===== config.mk =====
export PLATFORM = sky130hd
export DESIGN_NAME = multichannel_window_average
export DESIGN_NICKNAME = d
export VERILOG_FILES = /design/src/hw/rtl/mwa_pkg.sv /design/src/hw/rtl/multichannel_window_average.sv /design/src/hw/rtl/mwa_ram.sv /design/src/hw/rtl/mwa_seq.sv /design/src/hw/rtl/mwa_datapath.sv
export SDC_FILE = /design/constraint.sdc
export NUM_CORES = 1
export LEC_CHECK = 0
export BUFFER_PORTS_ARGS = -buffer_cell sky130_fd_sc_hd__buf_2
export CORE_MARGIN = 4
export CORE_UTILIZATION = 45
export DETAILED_ROUTE_END_ITERATION = 10
export PLACE_DENSITY = 0.7
export SKIP_LAST_GASP = 1
export SYNTH_ARGS = -nofsm -noshare
export SYNTH_HDL_FRONTEND = slang
export SYNTH_HIERARCHICAL = 1
export SYNTH_SLANG_ARGS = --single-unit

===== constraint.sdc =====
create_clock -name clock -period 6.02 [get_ports clock]
set_input_delay 1.806 -clock clock [delete_from_list [all_inputs] [get_ports clock]]
set_output_delay 1.806 -clock clock [all_outputs]
set_load 0.03 [all_outputs]

===== src/hw/rtl/mwa_pkg.sv =====
`timescale 1ns / 1ps

package mwa_pkg;

   // fixed field widths of the request, response and csr beats
   localparam int CHANNEL_BITS = 2;
   localparam int SAMPLE_FIELD_BITS = 16;
   localparam int AVERAGE_BITS = 16;
   localparam int WL_BITS = 5;

   localparam logic OP_STORE = 1'b0;
   localparam logic OP_READ = 1'b1;

   typedef struct packed {
      logic                         operation;
      logic [CHANNEL_BITS-1:0]      channel;
      logic [SAMPLE_FIELD_BITS-1:0] sample;
   } req_type;

   typedef struct packed {
      logic [AVERAGE_BITS-1:0] average;
      logic                    ready_res;
   } rsp_type;

   typedef enum logic [2:0] {
      ST_CLEAR,
      ST_IDLE,
      ST_SUM,
      ST_DIV,
      ST_DONE
   } seq_state_type;

   // sequencer to datapath controls
   typedef struct packed {
      logic clear_acc;
      logic acc_add;
      logic div_step;
      logic load_rsp;
      logic rsp_ok;
   } seq_ctrl_type;

endpackage


===== src/hw/rtl/multichannel_window_average.sv =====
`timescale 1ns / 1ps
// store beat: one per cycle while busy is low, no response, busy stays low
// read beat: SUM adds window_length slots, DIV divides by window_length, DONE loads the response
//   into the strobe register; next beat waits for IDLE; one shared adder walks then divides
// read of a channel that never filled: skips SUM and DIV, DONE loads a not-ready response
// reset clears control state, then a busy sweep zeroes all CHANNELS * WINDOW_DEPTH memory entries
// response is a one-cycle strobe and cannot be stalled by the receiver

module multichannel_window_average #(
   parameter int CHANNELS = 4,
   parameter int WINDOW_DEPTH = 16,
   parameter int SAMPLE_BITS = 16
) (
   input  logic                         clock,
   input  logic                         reset,
   // request channel
   input  logic                         start,
   output logic                         busy,
   input  mwa_pkg::req_type             req_payload,
   // response channel
   output logic                         rsp_strobe,
   output mwa_pkg::rsp_type             rsp_payload,
   // window length register
   input  logic                         csr_write_enable,
   input  logic [mwa_pkg::WL_BITS-1:0]  csr_write_data
);

   import mwa_pkg::*;

   localparam int DEPTH = CHANNELS * WINDOW_DEPTH;
   localparam int AW = (DEPTH > 1) ? $clog2(DEPTH) : 1;
   localparam int CIW = (CHANNELS > 1) ? $clog2(CHANNELS) : 1;
   localparam int PW = (WINDOW_DEPTH > 1) ? $clog2(WINDOW_DEPTH) : 1;
   localparam int WLW = $clog2(WINDOW_DEPTH + 1);
   localparam int SW = SAMPLE_BITS + WLW;

   // window length, held clamped to 1..WINDOW_DEPTH
   logic [WLW-1:0] wl_ff, wl_in;

   // per-channel write position and full flag
   logic [PW-1:0]  pos_ff [CHANNELS];
   logic [PW-1:0]  pos_in [CHANNELS];
   logic           full_ff [CHANNELS];
   logic           full_in [CHANNELS];

   // channel of the read in flight
   logic [CIW-1:0] ch_ff, ch_in;

   logic           accept;
   logic [CIW-1:0] ch_idx;
   logic           ch_ok;
   logic           store_go;
   logic           read_beat;
   logic           read_go;
   logic           read_nil;
   logic [PW:0]    pos_next;

   // sequencer hookup
   logic           seq_idle;
   logic           clearing;
   logic [AW-1:0]  clr_addr;
   logic [WLW-1:0] rd_idx;
   seq_ctrl_type   ctrl;

   // memory ports
   logic                   mem_we;
   logic [AW-1:0]          mem_waddr;
   logic [SAMPLE_BITS-1:0] mem_wdata;
   logic [AW-1:0]          mem_raddr;
   logic [SAMPLE_BITS-1:0] mem_rdata;

   assign busy = ~seq_idle;
   assign accept = start & ~busy;

   // channel numbers at or above CHANNELS are dropped on store and read as not ready
   assign ch_idx = CIW'(req_payload.channel);
   assign ch_ok = (32'(req_payload.channel) < CHANNELS);
   assign store_go = accept && (req_payload.operation == OP_STORE) && ch_ok;
   assign read_beat = accept && (req_payload.operation == OP_READ);
   assign read_go = read_beat && ch_ok && full_ff[ch_idx];
   assign read_nil = read_beat && !(ch_ok && full_ff[ch_idx]);

   // csr write with clamp
   always_comb begin
      wl_in = wl_ff;
      if (csr_write_enable) begin
         priority if (csr_write_data == '0) begin
            wl_in = WLW'(1);
         end else if (32'(csr_write_data) > WINDOW_DEPTH) begin
            wl_in = WLW'(WINDOW_DEPTH);
         end else begin
            wl_in = WLW'(csr_write_data);
         end
      end
   end

   // position advance; wrapping at the window length marks the channel full
   assign pos_next = (PW + 1)'(pos_ff[ch_idx]) + (PW + 1)'(1);

   always_comb begin
      pos_in = pos_ff;
      full_in = full_ff;
      if (store_go) begin
         if (32'(pos_next) >= 32'(wl_ff)) begin
            pos_in[ch_idx] = '0;
            full_in[ch_idx] = 1'b1;
         end else begin
            pos_in[ch_idx] = PW'(pos_next);
         end
      end
   end

   assign ch_in = read_go ? ch_idx : ch_ff;

   always_ff @(posedge clock) begin
      if (reset) begin
         wl_ff <= WLW'(WINDOW_DEPTH);
         for (int c = 0; c < CHANNELS; c++) begin
            pos_ff[c] <= '0;
            full_ff[c] <= 1'b0;
         end
      end else begin
         wl_ff <= wl_in;
         pos_ff <= pos_in;
         full_ff <= full_in;
      end
      ch_ff <= ch_in;
   end

   // memory: clear sweep after reset, otherwise store beats write
   always_comb begin
      if (clearing) begin
         mem_we = 1'b1;
         mem_waddr = clr_addr;
         mem_wdata = '0;
      end else begin
         mem_we = store_go;
         mem_waddr = AW'(32'(ch_idx) * WINDOW_DEPTH + 32'(pos_ff[ch_idx]));
         mem_wdata = SAMPLE_BITS'(req_payload.sample);
      end
   end

   // window walk of the read channel, slot 0 upward
   assign mem_raddr = AW'(32'(ch_ff) * WINDOW_DEPTH + 32'(rd_idx));

   mwa_ram #(
      .WIDTH (SAMPLE_BITS),
      .DEPTH (DEPTH)
   ) u_ram (
      .clock (clock),
      .we    (mem_we),
      .waddr (mem_waddr),
      .wdata (mem_wdata),
      .raddr (mem_raddr),
      .rdata (mem_rdata)
   );

   mwa_seq #(
      .DEPTH (DEPTH),
      .WLW   (WLW),
      .SW    (SW)
   ) u_seq (
      .clock    (clock),
      .reset    (reset),
      .read_go  (read_go),
      .read_nil (read_nil),
      .wl       (wl_ff),
      .idle     (seq_idle),
      .clearing (clearing),
      .clr_addr (clr_addr),
      .rd_idx   (rd_idx),
      .ctrl     (ctrl)
   );

   mwa_datapath #(
      .SAMPLE_BITS (SAMPLE_BITS),
      .WLW         (WLW)
   ) u_datapath (
      .clock       (clock),
      .reset       (reset),
      .ctrl        (ctrl),
      .rdata       (mem_rdata),
      .wl          (wl_ff),
      .rsp_strobe  (rsp_strobe),
      .rsp_payload (rsp_payload)
   );

endmodule


===== src/hw/rtl/mwa_ram.sv =====
`timescale 1ns / 1ps

module mwa_ram #(
   parameter int WIDTH = 16,
   parameter int DEPTH = 64,
   localparam int AW = (DEPTH > 1) ? $clog2(DEPTH) : 1
) (
   input  logic             clock,
   input  logic             we,
   input  logic [AW-1:0]    waddr,
   input  logic [WIDTH-1:0] wdata,
   input  logic [AW-1:0]    raddr,
   output logic [WIDTH-1:0] rdata
);

   logic [WIDTH-1:0] mem_ff [DEPTH];
   logic [WIDTH-1:0] rdata_ff;

   always_ff @(posedge clock) begin
      if (we) begin
         mem_ff[waddr] <= wdata;
      end
      rdata_ff <= mem_ff[raddr];
   end

   assign rdata = rdata_ff;

endmodule


===== src/hw/rtl/mwa_seq.sv =====
`timescale 1ns / 1ps

module mwa_seq #(
   parameter int DEPTH = 64,
   parameter int WLW = 5,
   parameter int SW = 21,
   localparam int AW = (DEPTH > 1) ? $clog2(DEPTH) : 1,
   localparam int DCW = $clog2(SW + 1)
) (
   input  logic                  clock,
   input  logic                  reset,
   input  logic                  read_go,
   input  logic                  read_nil,
   input  logic [WLW-1:0]        wl,
   output logic                  idle,
   output logic                  clearing,
   output logic [AW-1:0]         clr_addr,
   output logic [WLW-1:0]        rd_idx,
   output mwa_pkg::seq_ctrl_type ctrl
);

   import mwa_pkg::*;

   seq_state_type state_ff, state_in;
   logic [AW-1:0]  clr_ff, clr_in;
   logic [WLW-1:0] idx_ff, idx_in;
   logic           pend_ff, pend_in;
   logic           ok_ff, ok_in;
   logic [DCW-1:0] div_ff, div_in;
   logic           rd_en;
   logic           clr_last;
   logic           div_last;

   assign clr_last = (32'(clr_ff) == DEPTH - 1);
   assign div_last = (32'(div_ff) == SW - 1);
   assign rd_en = (state_ff == ST_SUM) && (idx_ff < wl);

   // status straight from the state register
   assign idle = (state_ff == ST_IDLE);
   assign clearing = (state_ff == ST_CLEAR);

   // next state
   always_comb begin
      state_in = state_ff;
      unique case (state_ff)
         ST_CLEAR: begin
            if (clr_last) begin
               state_in = ST_IDLE;
            end
         end
         ST_IDLE: begin
            priority if (read_go) begin
               state_in = ST_SUM;
            end else if (read_nil) begin
               state_in = ST_DONE;
            end
         end
         ST_SUM: begin
            if (!rd_en && !pend_ff) begin
               state_in = ST_DIV;
            end
         end
         ST_DIV: begin
            if (div_last) begin
               state_in = ST_DONE;
            end
         end
         ST_DONE: begin
            state_in = ST_IDLE;
         end
         default: begin
            state_in = ST_IDLE;
         end
      endcase
   end

   // outputs
   always_comb begin
      ctrl = '0;
      unique case (state_ff)
         ST_CLEAR: begin
            ctrl = '0;
         end
         ST_IDLE: begin
            ctrl.clear_acc = read_go;
         end
         ST_SUM: begin
            ctrl.acc_add = pend_ff;
         end
         ST_DIV: begin
            ctrl.div_step = 1'b1;
         end
         ST_DONE: begin
            ctrl.load_rsp = 1'b1;
            ctrl.rsp_ok = ok_ff;
         end
         default: begin
            ctrl = '0;
         end
      endcase
   end

   // counters
   always_comb begin
      clr_in = clr_ff;
      idx_in = idx_ff;
      div_in = div_ff;
      ok_in = ok_ff;
      pend_in = rd_en;
      if (state_ff == ST_CLEAR) begin
         clr_in = clr_ff + AW'(1);
      end
      if (state_ff == ST_IDLE) begin
         idx_in = '0;
         div_in = '0;
         if (read_go || read_nil) begin
            ok_in = read_go;
         end
      end
      if (rd_en) begin
         idx_in = idx_ff + WLW'(1);
      end
      if (state_ff == ST_DIV) begin
         div_in = div_ff + DCW'(1);
      end
   end

   always_ff @(posedge clock) begin
      if (reset) begin
         state_ff <= ST_CLEAR;
         clr_ff <= '0;
         idx_ff <= '0;
         pend_ff <= 1'b0;
         ok_ff <= 1'b0;
         div_ff <= '0;
      end else begin
         state_ff <= state_in;
         clr_ff <= clr_in;
         idx_ff <= idx_in;
         pend_ff <= pend_in;
         ok_ff <= ok_in;
         div_ff <= div_in;
      end
   end

   assign clr_addr = clr_ff;
   assign rd_idx = idx_ff;

endmodule


===== src/hw/rtl/mwa_datapath.sv =====
`timescale 1ns / 1ps

module mwa_datapath #(
   parameter int SAMPLE_BITS = 16,
   parameter int WLW = 5,
   localparam int SW = SAMPLE_BITS + WLW,
   localparam int AUW = SW + 1
) (
   input  logic                   clock,
   input  logic                   reset,
   input  mwa_pkg::seq_ctrl_type  ctrl,
   input  logic [SAMPLE_BITS-1:0] rdata,
   input  logic [WLW-1:0]         wl,
   output logic                   rsp_strobe,
   output mwa_pkg::rsp_type       rsp_payload
);

   import mwa_pkg::*;

   logic [SW-1:0]  acc_ff, acc_in;
   logic [WLW-1:0] rem_ff, rem_in;
   logic           strobe_ff, strobe_in;
   rsp_type        rsp_ff, rsp_in;

   logic [WLW:0]   trial;
   logic [AUW-1:0] au_a;
   logic [AUW-1:0] au_b;
   logic           au_sub;
   logic [AUW-1:0] au_sum;
   logic           no_borrow;

   // restoring division: shift next dividend bit into the partial remainder
   assign trial = {rem_ff, acc_ff[SW-1]};

   // one shared add / subtract unit
   always_comb begin
      if (ctrl.div_step) begin
         au_a = AUW'(trial);
         au_b = AUW'(wl);
         au_sub = 1'b1;
      end else begin
         au_a = AUW'(acc_ff);
         au_b = AUW'(rdata);
         au_sub = 1'b0;
      end
   end

   assign au_sum = au_a + (au_sub ? ~au_b : au_b) + AUW'(au_sub);
   assign no_borrow = ~au_sum[AUW-1];

   always_comb begin
      acc_in = acc_ff;
      rem_in = rem_ff;
      rsp_in = rsp_ff;
      strobe_in = ctrl.load_rsp;
      priority if (ctrl.clear_acc) begin
         acc_in = '0;
         rem_in = '0;
      end else if (ctrl.acc_add) begin
         acc_in = au_sum[SW-1:0];
      end else if (ctrl.div_step) begin
         acc_in = {acc_ff[SW-2:0], no_borrow};
         rem_in = no_borrow ? au_sum[WLW-1:0] : trial[WLW-1:0];
      end
      if (ctrl.load_rsp) begin
         rsp_in.average = ctrl.rsp_ok ? AVERAGE_BITS'(acc_ff) : '0;
         rsp_in.ready_res = ctrl.rsp_ok;
      end
   end

   always_ff @(posedge clock) begin
      if (reset) begin
         strobe_ff <= 1'b0;
      end else begin
         strobe_ff <= strobe_in;
      end
      acc_ff <= acc_in;
      rem_ff <= rem_in;
      rsp_ff <= rsp_in;
   end

   assign rsp_strobe = strobe_ff;
   assign rsp_payload = rsp_ff;

endmodule

Yosys cells after proc, flatten, opt, wreduce, memory -nomap -nowiden:

Memory sizes are Yosys's and may differ from the RTL's. A register that Yosys moved wholly into a read port is not among the register bits.
Cells that the tools add are included.

* register bits: 92
* RAM bits: 1024
* output and inout bits: 19
* logic and storage cells: 114
* memories: 1

* add/sub/neg operators: 8
* magnitude comparators: 5
* equality and inequality tests: 10
* mux-type cells: 39
* bitwise gates (word level): 10
* reductions and logical operators: 20

Memory list
* u_ram.mem_ff: depth 64, bits a word 16, read ports 1, clocked after memory_dff 1, write ports 1, line mwa_ram.sv:16 `logic [WIDTH-1:0] mem_ff [DEPTH];`

Operators by type and width (count)
* 2-to-1 mux 21 bit: 3
* 2-to-1 mux 16 bit: 3
* 2-to-1 mux 5 bit: 6
* adder 21 x 22 -> 22 bit: 1
* adder 22 x 1 -> 22 bit: 1
* 2-to-1 mux 22 bit: 1
* inverter 16 -> 22 bit: 1
* bitwise AND 16 bit: 1
* bitwise mux 16 bit: 1
* inverter 16 bit: 1
* 2-to-1 mux 3 bit: 5
* 2-to-1 mux 4 bit: 3
* case mux 3 bit (4 select lines): 1
* adder 5 x 1 -> 5 bit, second input constant: 2
* 2-to-1 mux 1 bit: 10
* binary-select mux 4 bit (select 2 bit): 1
* demux 4 bit (select 2 bit): 1
* logical AND 1 bit: 7
* adder 6 x 1 -> 6 bit, second input constant: 1
* adder 6 x 4 -> 6 bit: 1
* adder 6 x 5 -> 6 bit: 1
* == test 3 x 2 -> 1 bit, second input constant: 2
* == test 6 bit, second input constant: 1
* 2-to-1 mux 6 bit: 1
* other kinds (26): 36

Depth between registers and ports, before layout:

Gate-level depths: netlist of run 1.

* word-level depth: 10
* gate-level depth with buffers: 19

Modules after synthesis:

Netlist of run 1, hierarchy kept.

By module, submodules not included
* mwa_ram: times used 1, cells each 1829, area an instance 40042.2 sq um, sequential area each 31069.8 sq um
* mwa_datapath: times used 1, cells each 317, area an instance 2912.8 sq um, sequential area each 1051.0 sq um
* multichannel_window_average: times used 1, cells each 181, area an instance 1711.6 sq um, sequential area each 560.5 sq um
* mwa_seq: times used 1, cells each 130, area an instance 1129.8 sq um, sequential area each 420.4 sq um

Least setup slack after synthesis of run 1:

OpenSTA, ideal clock, no wires.

* kind: input to register
* start point: in req_payload[16] (netlist name)
* end point: mem u_ram.mem_ff[48][0] (enable)
* library setup time: 0.409 ns
* data arrival time: 4.326 ns
* data required time: 5.611 ns
* setup slack: 1.284 ns
* stages: 7
* buffers on the path: 2
* path through: mux4_2 buf_6 mux2_2 clkbuf_1 nor2b_1 nand4b_1 nor3_1

* longest elaborated chain between the ends: 6

Ends and longest elaborated chain
* start, declared: line multichannel_window_average.sv:19 `input mwa_pkg::req_type req_payload,`
* inverter 2 -> 3 bit (implied by the code): line multichannel_window_average.sv:138 `mem_waddr = AW'(32'(ch_idx) * WINDOW_DEPTH + 32'(pos_ff[ch_idx]));`
* binary-select mux 4 bit (select 2 bit): line multichannel_window_average.sv:138
* 2-to-1 mux 4 bit (implied by the code) (2 in series): line multichannel_window_average.sv:138
* adder 6 x 4 -> 6 bit: line multichannel_window_average.sv:138
* 2-to-1 mux 6 bit: line multichannel_window_average.sv:132 `if (clearing) begin`
* via mem_waddr[3]: line multichannel_window_average.sv:67 `logic [AW-1:0] mem_waddr;`
* end, declared: line mwa_ram.sv:16

The timed path passes the listed nets, and every way through them passes these cells. The select of a mux whose other input is x is not followed.

==> summary.txt, run 1 <==
Yosys
  • Simple-Gate Fraction of Synth Area: roughly 5.3%
  • Distinct cell type count after synthesis: a little under 90
  • Top FF cell, synth: edfxtp_1
  • Total number of yosys warnings: 6
  • Count of flip-flops with a built-in enable after synthesis: 1,043
  • Synthesized instance count: approximately 2,500
  • Arithmetic-cell share of the synthesized area counting full adders, half adders and majority gates: less than 1%
  • Synth Register Bits: approximately 1,100
  • Mean Syn Cell Area: roughly 19 sq um
  • Library cell occupying the most area in the post-synthesis netlist: edfxtp_1
  • Share of the synthesized area in the top cell type: 68.39%
  • Most frequent cells after synthesis: edfxtp_1 (1,043), mux4_2 (225), nor2_1 (112)
  • Synthesized Nets: 2,516
  • Xor and xnor fraction of the mapped netlist area: less than 1%
  • Share of async-settable or async-resettable flops after synthesis: 0%
  • Synth Area in Compound Gates: between 4 and 5%
  • Share of synthesized area spent on multiplexers: between 10 and 15%
  • Main combinational cell family by area after synthesis: multiplexers
  • Cell with the most instances after synthesis: edfxtp_1
  • Main area contributors after synthesis: edfxtp_1 (68%), mux4_2 (11%), dfxtp_1 (3.9%), mux2i_1 (2.0%), nor2_1 (0.92%)
  • Cell area after synthesis: 45,800 sq um
  • Sequential cell area fraction in the yosys report: 72.28%

Worst setup path
  • Series of cell instances along the critical path: nor2b_1 -> nand2_1 -> inv_2 -> nand2b_1 -> nand2_1 -> fa_1 -> a21o_1 -> a221oi_2 -> a211oi_2 -> nor3_1 -> o31a_4 -> mux2i_1 -> nor4_2
  • Setup CP Type: flip-flop to flip-flop
  • Buffers and inverters on the worst path: 1
  • Type of element capturing the critical path: flip-flop
  • Startpoint type of the worst setup path: flip-flop
  • Largest stage delay on the critical path: 0.67 ns
  • Data required time at the worst endpoint: approximately 6.5 ns
  • Most prevalent standard cell on the critical path: nand2_1
  • CP max FO: 56
  • Top delay family on crit path: simple AND/OR/NAND/NOR gates
  • Cell at the slowest stage of the critical path: inv_2
  • Arrival time worst endpoint: between 4 and 5 ns

Run
  • Total of max-cap violations: 0

Power and ir drop
  • Highest ir drop seen on vdd: 0.2523 mV
  • Power share of the sequential group: a little under half
  • Switching pwr: 5.697 mW
  • Pwr per Cell Area: 404.2 nW/um^2
  • Leak: approximately 16 nW
  • Post-layout power: between 20 and 25 mW
  • Comb pwr share: 19.2%
  • Int Power: 15.13 mW
  • Fraction of power consumed by the clock network: approximately 33%
  • Switching power as a share of total power: between 20% and 30%

Route
  • Total iterations of the first detailed-routing run: 6
  • Remaining design rule violation count: 0
  • Routed via count: ~24,000
  • Detailed Route Iter0 Violations: between 3,000 and 4,000
  • Average wire per standard cell: between 20 and 30 um
  • ANT nets after route: 0
  • Total wire length after detailed routing: about 110,000 um
  • Ratio of routed vias to standard cells: 5.917

Global route
  • Wire length of the first global-routing pass: approximately 160,000 um
  • Number of antenna violations at the first check in global routing: 5
  • Maximum number of pins on one net before global-route repair: between 60 and 70
  • Remaining Overflow, GRT: 0
  • Global-route usage over all layers: 19.58%
  • Number of global-route vias before repair: 23,680

Floorplanning
  • Number of I/O pins: 47
  • Chip width: 327.0 um
  • Effective utilization at floorplan: 45.53%
  • Core area: slightly above 100,000 sq um
  • Die outline area: between 100,000 and 150,000 sq um
  • Num rows: approximately 120
  • Die outline height: around 330 um

Final layout
  • Share of the core filled with cells: between 50% and 60%
  • Growth of design area from synthesis to finish: 12.50%
  • Share of final-layout standard cells stronger than drive strength 1: 24.03%
  • Post-route cell area: ~52,000 sq um
  • Nets: around 2,600

Timing
  • Fin crit period: roughly 4.5 ns
  • Clk_skew: 0.05360 ns
  • Setup repair after global routing missed its margin: no
  • Fin. Hold Viols: 0
  • Post-layout worst setup margin: 1.524 ns
  • Least-Margin Pin Slew: around 1.3 ns
  • Normalized max-slew margin: 13.09%
  • Final max-slew violation count: 0
  • Max Clock Freq: roughly 220 MHz
  • Final Setup Violations: 0
  • Final worst-path cycle share: ~75%
  • Setup TNS: 0 ns

CTS
  • Clock latency reported for the late side of the worst-skew pair: a little under 0.7 ns
  • Register clock-pin slew on the reported worst setup and hold paths: about 0.06 ns
  • Post-cts gate resize count: 0
  • Cell at the root of the clock tree: clkbuf_16
  • Buffer count from post-CTS setup fixing: 0
  • CTS tree: done
  • CTS Buf Count: approximately 110
  • CTS hold repair buffers: 0
  • Number of sinks handled by clock tree synthesis: roughly 1,100
  • Number of levels in the clock H-tree: 3
  • Buffer depth of the longest clock path: 3

Placed design
  • Number of port buffers: 46
  • Placement Setup Slack: 1.058 ns
  • Placement Cell Area: 47,830 sq um
  • Final weighted congestion in routability-driven placement: approximately 0.9
  • DPL Wire Length: ~66,000 um

Outcome
  • Outcome: complete, no violations

Worst hold path
  • Type of the most critical hold path: flip-flop to flip-flop
## registers in the layout (all words and copies together) (netlist names)
| name | cells |
|---|---|
| u_ram/mem_ff | 1024 |
| u_datapath/acc_ff | 21 |
| u_datapath/rsp_payload | 17 |
| pos_ff | 16 |
| u_ram/rdata | 16 |
| u_seq/clr_addr | 6 |
| u_datapath/rem_ff | 5 |
| u_seq/div_ff | 5 |
| u_seq/rd_idx | 5 |
| wl_ff | 5 |
| full_ff | 4 |
| u_seq/state_ff | 3 |
| ch_ff | 2 |
| u_datapath/rsp_strobe | 1 |
| u_seq/ok_ff | 1 |
| u_seq/pend_ff | 1 |
## cell type report
type / instances / area (sq um)
inverter: 20 / 75.07
clock buffer: 150 / 3027
fill: 7787 / 49060
antenna: 2 / 5.005
multi-input combinational: 1166 / 11870
timing repair buffer: 154 / 1079
sequential: 1132 / 33110
clock inverter: 58 / 656.9
tap: 1357 / 1698
## cells by family (layout without fill, tap and decap cells)
family          count (synthesis)  after routing
other cells                     0              2
mux                           356            356
compound gates                294            294
flops                        1132           1132
xor+xnor                       26             26
buf+inv                       159            382
simple gates                  459            459
fa+ha+maj                      31             31
## cells in the final DEF, fill, tap and decap left out, types with 20 or more instances in the layout
cell       count
edfxtp_1    1043
a22oi_1       39
nand2_1      109
nor2b_1       48
ha_1          30
clkinv_2      20
a211oi_1      33
clkbuf_16    113
nand3_1       39
nor2_1       112
dfxtp_1       86
a21oi_1       66
mux2i_1       92
mux4_2       225
clkbuf_1      31
mux2_2        34
and2_1        21
buf_4        105
buf_2         46
## worst paths after layout
check	from	end	slack, ns	cells past startpoint
worst max-delay path	u_seq/state_ff[0]	u_datapath/acc_ff[18]	1.52	13
worst min-delay path	pos_ff[1]	pos_ff[1]	0.46	2
worst max register to register	u_seq/state_ff[0]	u_datapath/acc_ff[18]	1.52	13
worst min register to register	pos_ff[1]	pos_ff[1]	0.46	2
## power by group through the flow
stage	Combinational [mW]	Clock (mW)	Sequential, mW
floorplan	2.74	0	9.97
global placement	3.86	0	10.0
detailed placement	3.99	0	10.1
CTS	4.00	7.04	9.89
global route	4.27	7.39	9.92
finish	4.00	6.93	9.89
## metrics by stage
stage | hold slack (ns) | instances
after global placement | 0.4400 | 3829
final | 0.4616 | 4039
after floorplan | 0.4287 | 2457
after CTS | 0.4668 | 4037
after detailed placement | 0.4580 | 3829
after global routing | 0.4852 | 4037
## tightest hold or removal path, stage by stage, from the launching register on
cell     delay, ns
dfxtp_1       0.31
nand2_1       0.05
a21oi_1       0.05
## layer usage
layer	global-route usage, %	vias up	share of wire, %
met5	0	-	0
met2	31.21	1138	48
met3	3.812	195	9.3
met4	6.502	0	3.3
li1	-	10230	-
met1	27.35	12340	39
No activity file was read; power rests on OpenSTA's default activity.
==> run 2: changes to the inputs <==
--- a/config.mk
+++ b/config.mk
@@ -5,11 +5,12 @@
 export SDC_FILE = /design/constraint.sdc
 export NUM_CORES = 1
 export LEC_CHECK = 0
+export ABC_AREA = 1
 export BUFFER_PORTS_ARGS = -buffer_cell sky130_fd_sc_hd__buf_2
 export CORE_MARGIN = 4
 export CORE_UTILIZATION = 45
 export DETAILED_ROUTE_END_ITERATION = 10
-export PLACE_DENSITY = 0.7
+export PLACE_DENSITY = 0.72
 export SKIP_LAST_GASP = 1
 export SYNTH_ARGS = -nofsm -noshare
 export SYNTH_HDL_FRONTEND = slang
==> constraint.sdc (replaced) <==
create_clock -name clock -period 3.9 [get_ports clock]
set_input_delay 1.17 -clock clock [delete_from_list [all_inputs] [get_ports clock]]
set_output_delay 1.17 -clock clock [all_outputs]
set_load 0.03 [all_outputs]
==> summary.txt, run 2 <==
Timing
  • Worst hold margin: 0.4497 ns
  • Clk_skew: 0.06417 ns
  • Setup TNS: 0 ns
  • Setup repair after global routing missed its margin: no
  • Normalized max-slew margin: about a quarter
  • Least-Margin Pin Slew: 1.118 ns
  • Fin. Hold Viols: 0
  • Final max-slew violation count: 0
  • Max Clock Freq: between 300 and 400 MHz
  • Fin crit period: between 3 and 4 ns
  • Final Setup Violations: 0
  • Final worst-path cycle share: around 84%

Final layout
  • Leading cell type in the layout, fill and taps excluded: nand2_1
  • Max reg flops: about 1,000
  • Growth of design area from synthesis to finish: 12.46%
  • Filler Cells Inserted: 8,899
  • Combined area of the multi-input logic cells: around 13,000 sq um
  • Nets: ~4,500
  • Count of antenna diodes in the layout: 0
  • Share of final-layout standard cells stronger than drive strength 1: ~10%
  • Commonest cells after routing, fill and taps aside: nand2_1 (1,492), edfxtp_1 (1,043), nand3_1 (910)
  • Combined flip-flop and latch cell area: between 30,000 and 40,000 sq um
  • Largest reg by FF count: u_ram/mem_ff
  • Final cell count without fillers: just under 6,000

Power and ir drop
  • Highest ir drop seen on vdd: ~0.58 mV
  • Pwr per Cell Area: 639.6 nW/um^2
  • Comb pwr share: roughly a quarter
  • Leak: 20.22 nW
  • Switching power as a share of total power: 32.45%
  • Switching pwr: approximately 11 mW
  • Int Power: 23.36 mW
  • Power share of the sequential group: 44.5%
  • Fraction of power consumed by the clock network: 29.9%

Yosys
  • Synthesized instance count: approximately 4,400
  • Share of the synthesized area in the top cell type: 65.14%
  • Cell area after synthesis: 48,080 sq um
  • Top FF cell, synth: edfxtp_1
  • Count of flip-flops with a built-in enable after synthesis: between 1,000 and 1,500
  • Sequential cell area fraction in the yosys report: between 60% and 70%
  • Main area contributors after synthesis: edfxtp_1 (65%), nand2_1 (12%), nand3_1 (9.5%), dfxtp_1 (3.7%), buf_6 (1.2%)
  • Distinct cell type count after synthesis: 52
  • Most frequent cells after synthesis: nand2_1 (1,492), edfxtp_1 (1,043), nand3_1 (910)
  • Synthesized Nets: ~4,400
  • Synth Register Bits: ~1,100
  • Mean Syn Cell Area: 10.99 sq um
  • Total number of yosys warnings: 6
  • Library cell occupying the most area in the post-synthesis netlist: edfxtp_1
  • Cell with the most instances after synthesis: nand2_1
  • Share of async-settable or async-resettable flops after synthesis: 0%

CTS
  • Number of sinks handled by clock tree synthesis: around 1,100
  • Cell at the root of the clock tree: clkbuf_16
  • Register clock-pin slew on the reported worst setup and hold paths: 0.06 ns
  • Buffer depth of the longest clock path: 3
  • Buffer count from post-CTS setup fixing: 0
  • Clock latency reported for the late side of the worst-skew pair: ~0.7 ns
  • Post-cts gate resize count: 0
  • CTS tree: done
  • CTS Buf Count: ~110
  • CTS hold repair buffers: 0
  • Number of levels in the clock H-tree: 3

Worst setup path
  • Data required time at the worst endpoint: around 4.4 ns
  • Largest stage delay on the critical path: 0.39 ns
  • Type of element capturing the critical path: flip-flop
  • Startpoint type of the worst setup path: flip-flop
  • Top delay family on crit path: simple AND/OR/NAND/NOR gates
  • CP max FO: 24
  • Arrival time worst endpoint: about 3.8 ns
  • Cell at the slowest stage of the critical path: fa_1
  • Series of cell instances along the critical path: inv_2 -> nor2_4 -> inv_2 -> nor2_2 -> inv_2 -> nand2_2 -> nand3_2 -> nand2_1 -> inv_1 -> fa_1 -> nand3_1 -> nand2_1 -> nand2_1 -> nand2_1 -> a21oi_1 -> o21ai_1 -> nand3_1 -> nand2_1 -> inv_1 -> nor2_1
  • Setup CP Type: flip-flop to flip-flop
  • Buffers and inverters on the worst path: 5
  • Most prevalent standard cell on the critical path: nand2_1

Outcome
  • Outcome: complete, no violations

Route
  • Total wire length after detailed routing: around 120,000 um
  • Ratio of routed vias to standard cells: about 5.6
  • Routed via count: approximately 33,000
  • Average wire per standard cell: between 20 and 25 um
  • Remaining design rule violation count: 0
  • Total iterations of the first detailed-routing run: 5
  • ANT nets after route: 0
  • Detailed Route Iter0 Violations: between 4,000 and 5,000

Floorplanning
  • Number of I/O pins: 47
  • Effective utilization at floorplan: 45.48%
  • Chip width: about 330 um
  • Die outline height: between 300 and 400 um
  • Die outline area: approximately 110,000 sq um
  • Core area: roughly 110,000 sq um
  • Num rows: between 100 and 150

Run
  • Total of max-cap violations: 0

Placed design
  • DPL Wire Length: around 74,000 um
  • Final weighted congestion in routability-driven placement: just under 0.9
  • Instance count after placement with tap cells included: roughly 5,700
  • Number of port buffers: 46

Global route
  • Maximum number of pins on one net before global-route repair: 181
  • Remaining Overflow, GRT: 0
  • Number of global-route vias before repair: 30,990
  • Wire length of the first global-routing pass: around 190,000 um
  • Number of antenna violations at the first check in global routing: 2
  • Global-route usage over all layers: between 20% and 30%

Worst hold path
  • Type of the most critical hold path: flip-flop to flip-flop
run 2: changes by cell type after synthesis, sizes merged, moves of 37 or more:
cell,previous run,this run
mux2i,92,0
mux4,230,0
nor2,114,153
nand3,40,916
a22oi,39,2
o21ai,19,56
nor2b,64,0
nand2,110,1515
inv,19,143
buf,90,209
run 2: cell families after synthesis:
family / share of synthesized area (%)
buf+inv: 4.393
simple gates: 23.69
flops: 68.85
compound gates: 1.921
fa+ha+maj: 0.8224
xor+xnor: 0.3253
run 2: final timing paths:
path	startpoint	endpoint	slack, ns	cells past startpoint
setup reg to reg	u_seq/state_ff[0]	u_datapath/acc_ff[20]	0.63	20
hold / removal	full_ff[1]	full_ff[1]	0.45	2
hold reg to reg	full_ff[1]	full_ff[1]	0.45	2
setup / recovery	u_seq/state_ff[0]	u_datapath/acc_ff[20]	0.63	20
run 2: layout make-up:
cell class	instances	share of cell area (%)
tap	1391	3.219
timing repair buffer	205	3.860
inverter	145	1.055
multi-input combinational	2851	24.12
clock inverter	49	0.8655
sequential	1132	61.25
clock buffer	155	5.637
run 2: per-stage QoR:
| stage | util, % | worst slack (ns) | area, sq um | total power, mW |
|---|---|---|---|---|
| CTS | 51.15 | 0.6759 | 54070 | 34.60 |
| global placement | 47.82 | 0.2978 | 50550 | 24.12 |
| global route | 51.15 | 0.2888 | 54070 | 36.09 |
| detailed placement | 47.82 | 0.2316 | 50550 | 24.33 |
| floorplan | - | -0.3558 | 48080 | 21.33 |
| finish | 51.15 | 0.6327 | 54070 | 34.58 |
run 2: worst min-delay path, cell delays in order (launching register included):
cell     delay, ns
dfxtp_1       0.31
inv_1         0.04
a21oi_1       0.05
run 2: power by group through the flow:
stage / sequential [mW] / clock, mW / combinational (mW)
floorplan: 15.6 / 0 / 5.74
global placement: 15.6 / 0 / 8.50
detailed placement: 15.6 / 0 / 8.69
CTS: 15.4 / 10.5 / 8.73
global route: 15.5 / 11.0 / 9.64
finish: 15.4 / 10.3 / 8.84
run 2: metal layers:
layer  up-vias  track usage, %  wire (um)
li1      15300               -          -
met1     15910           29.02      48270
met2      1673           34.65      58250
met3       272           3.641      11670
met4         0           8.258       4753
met5         -               0          0
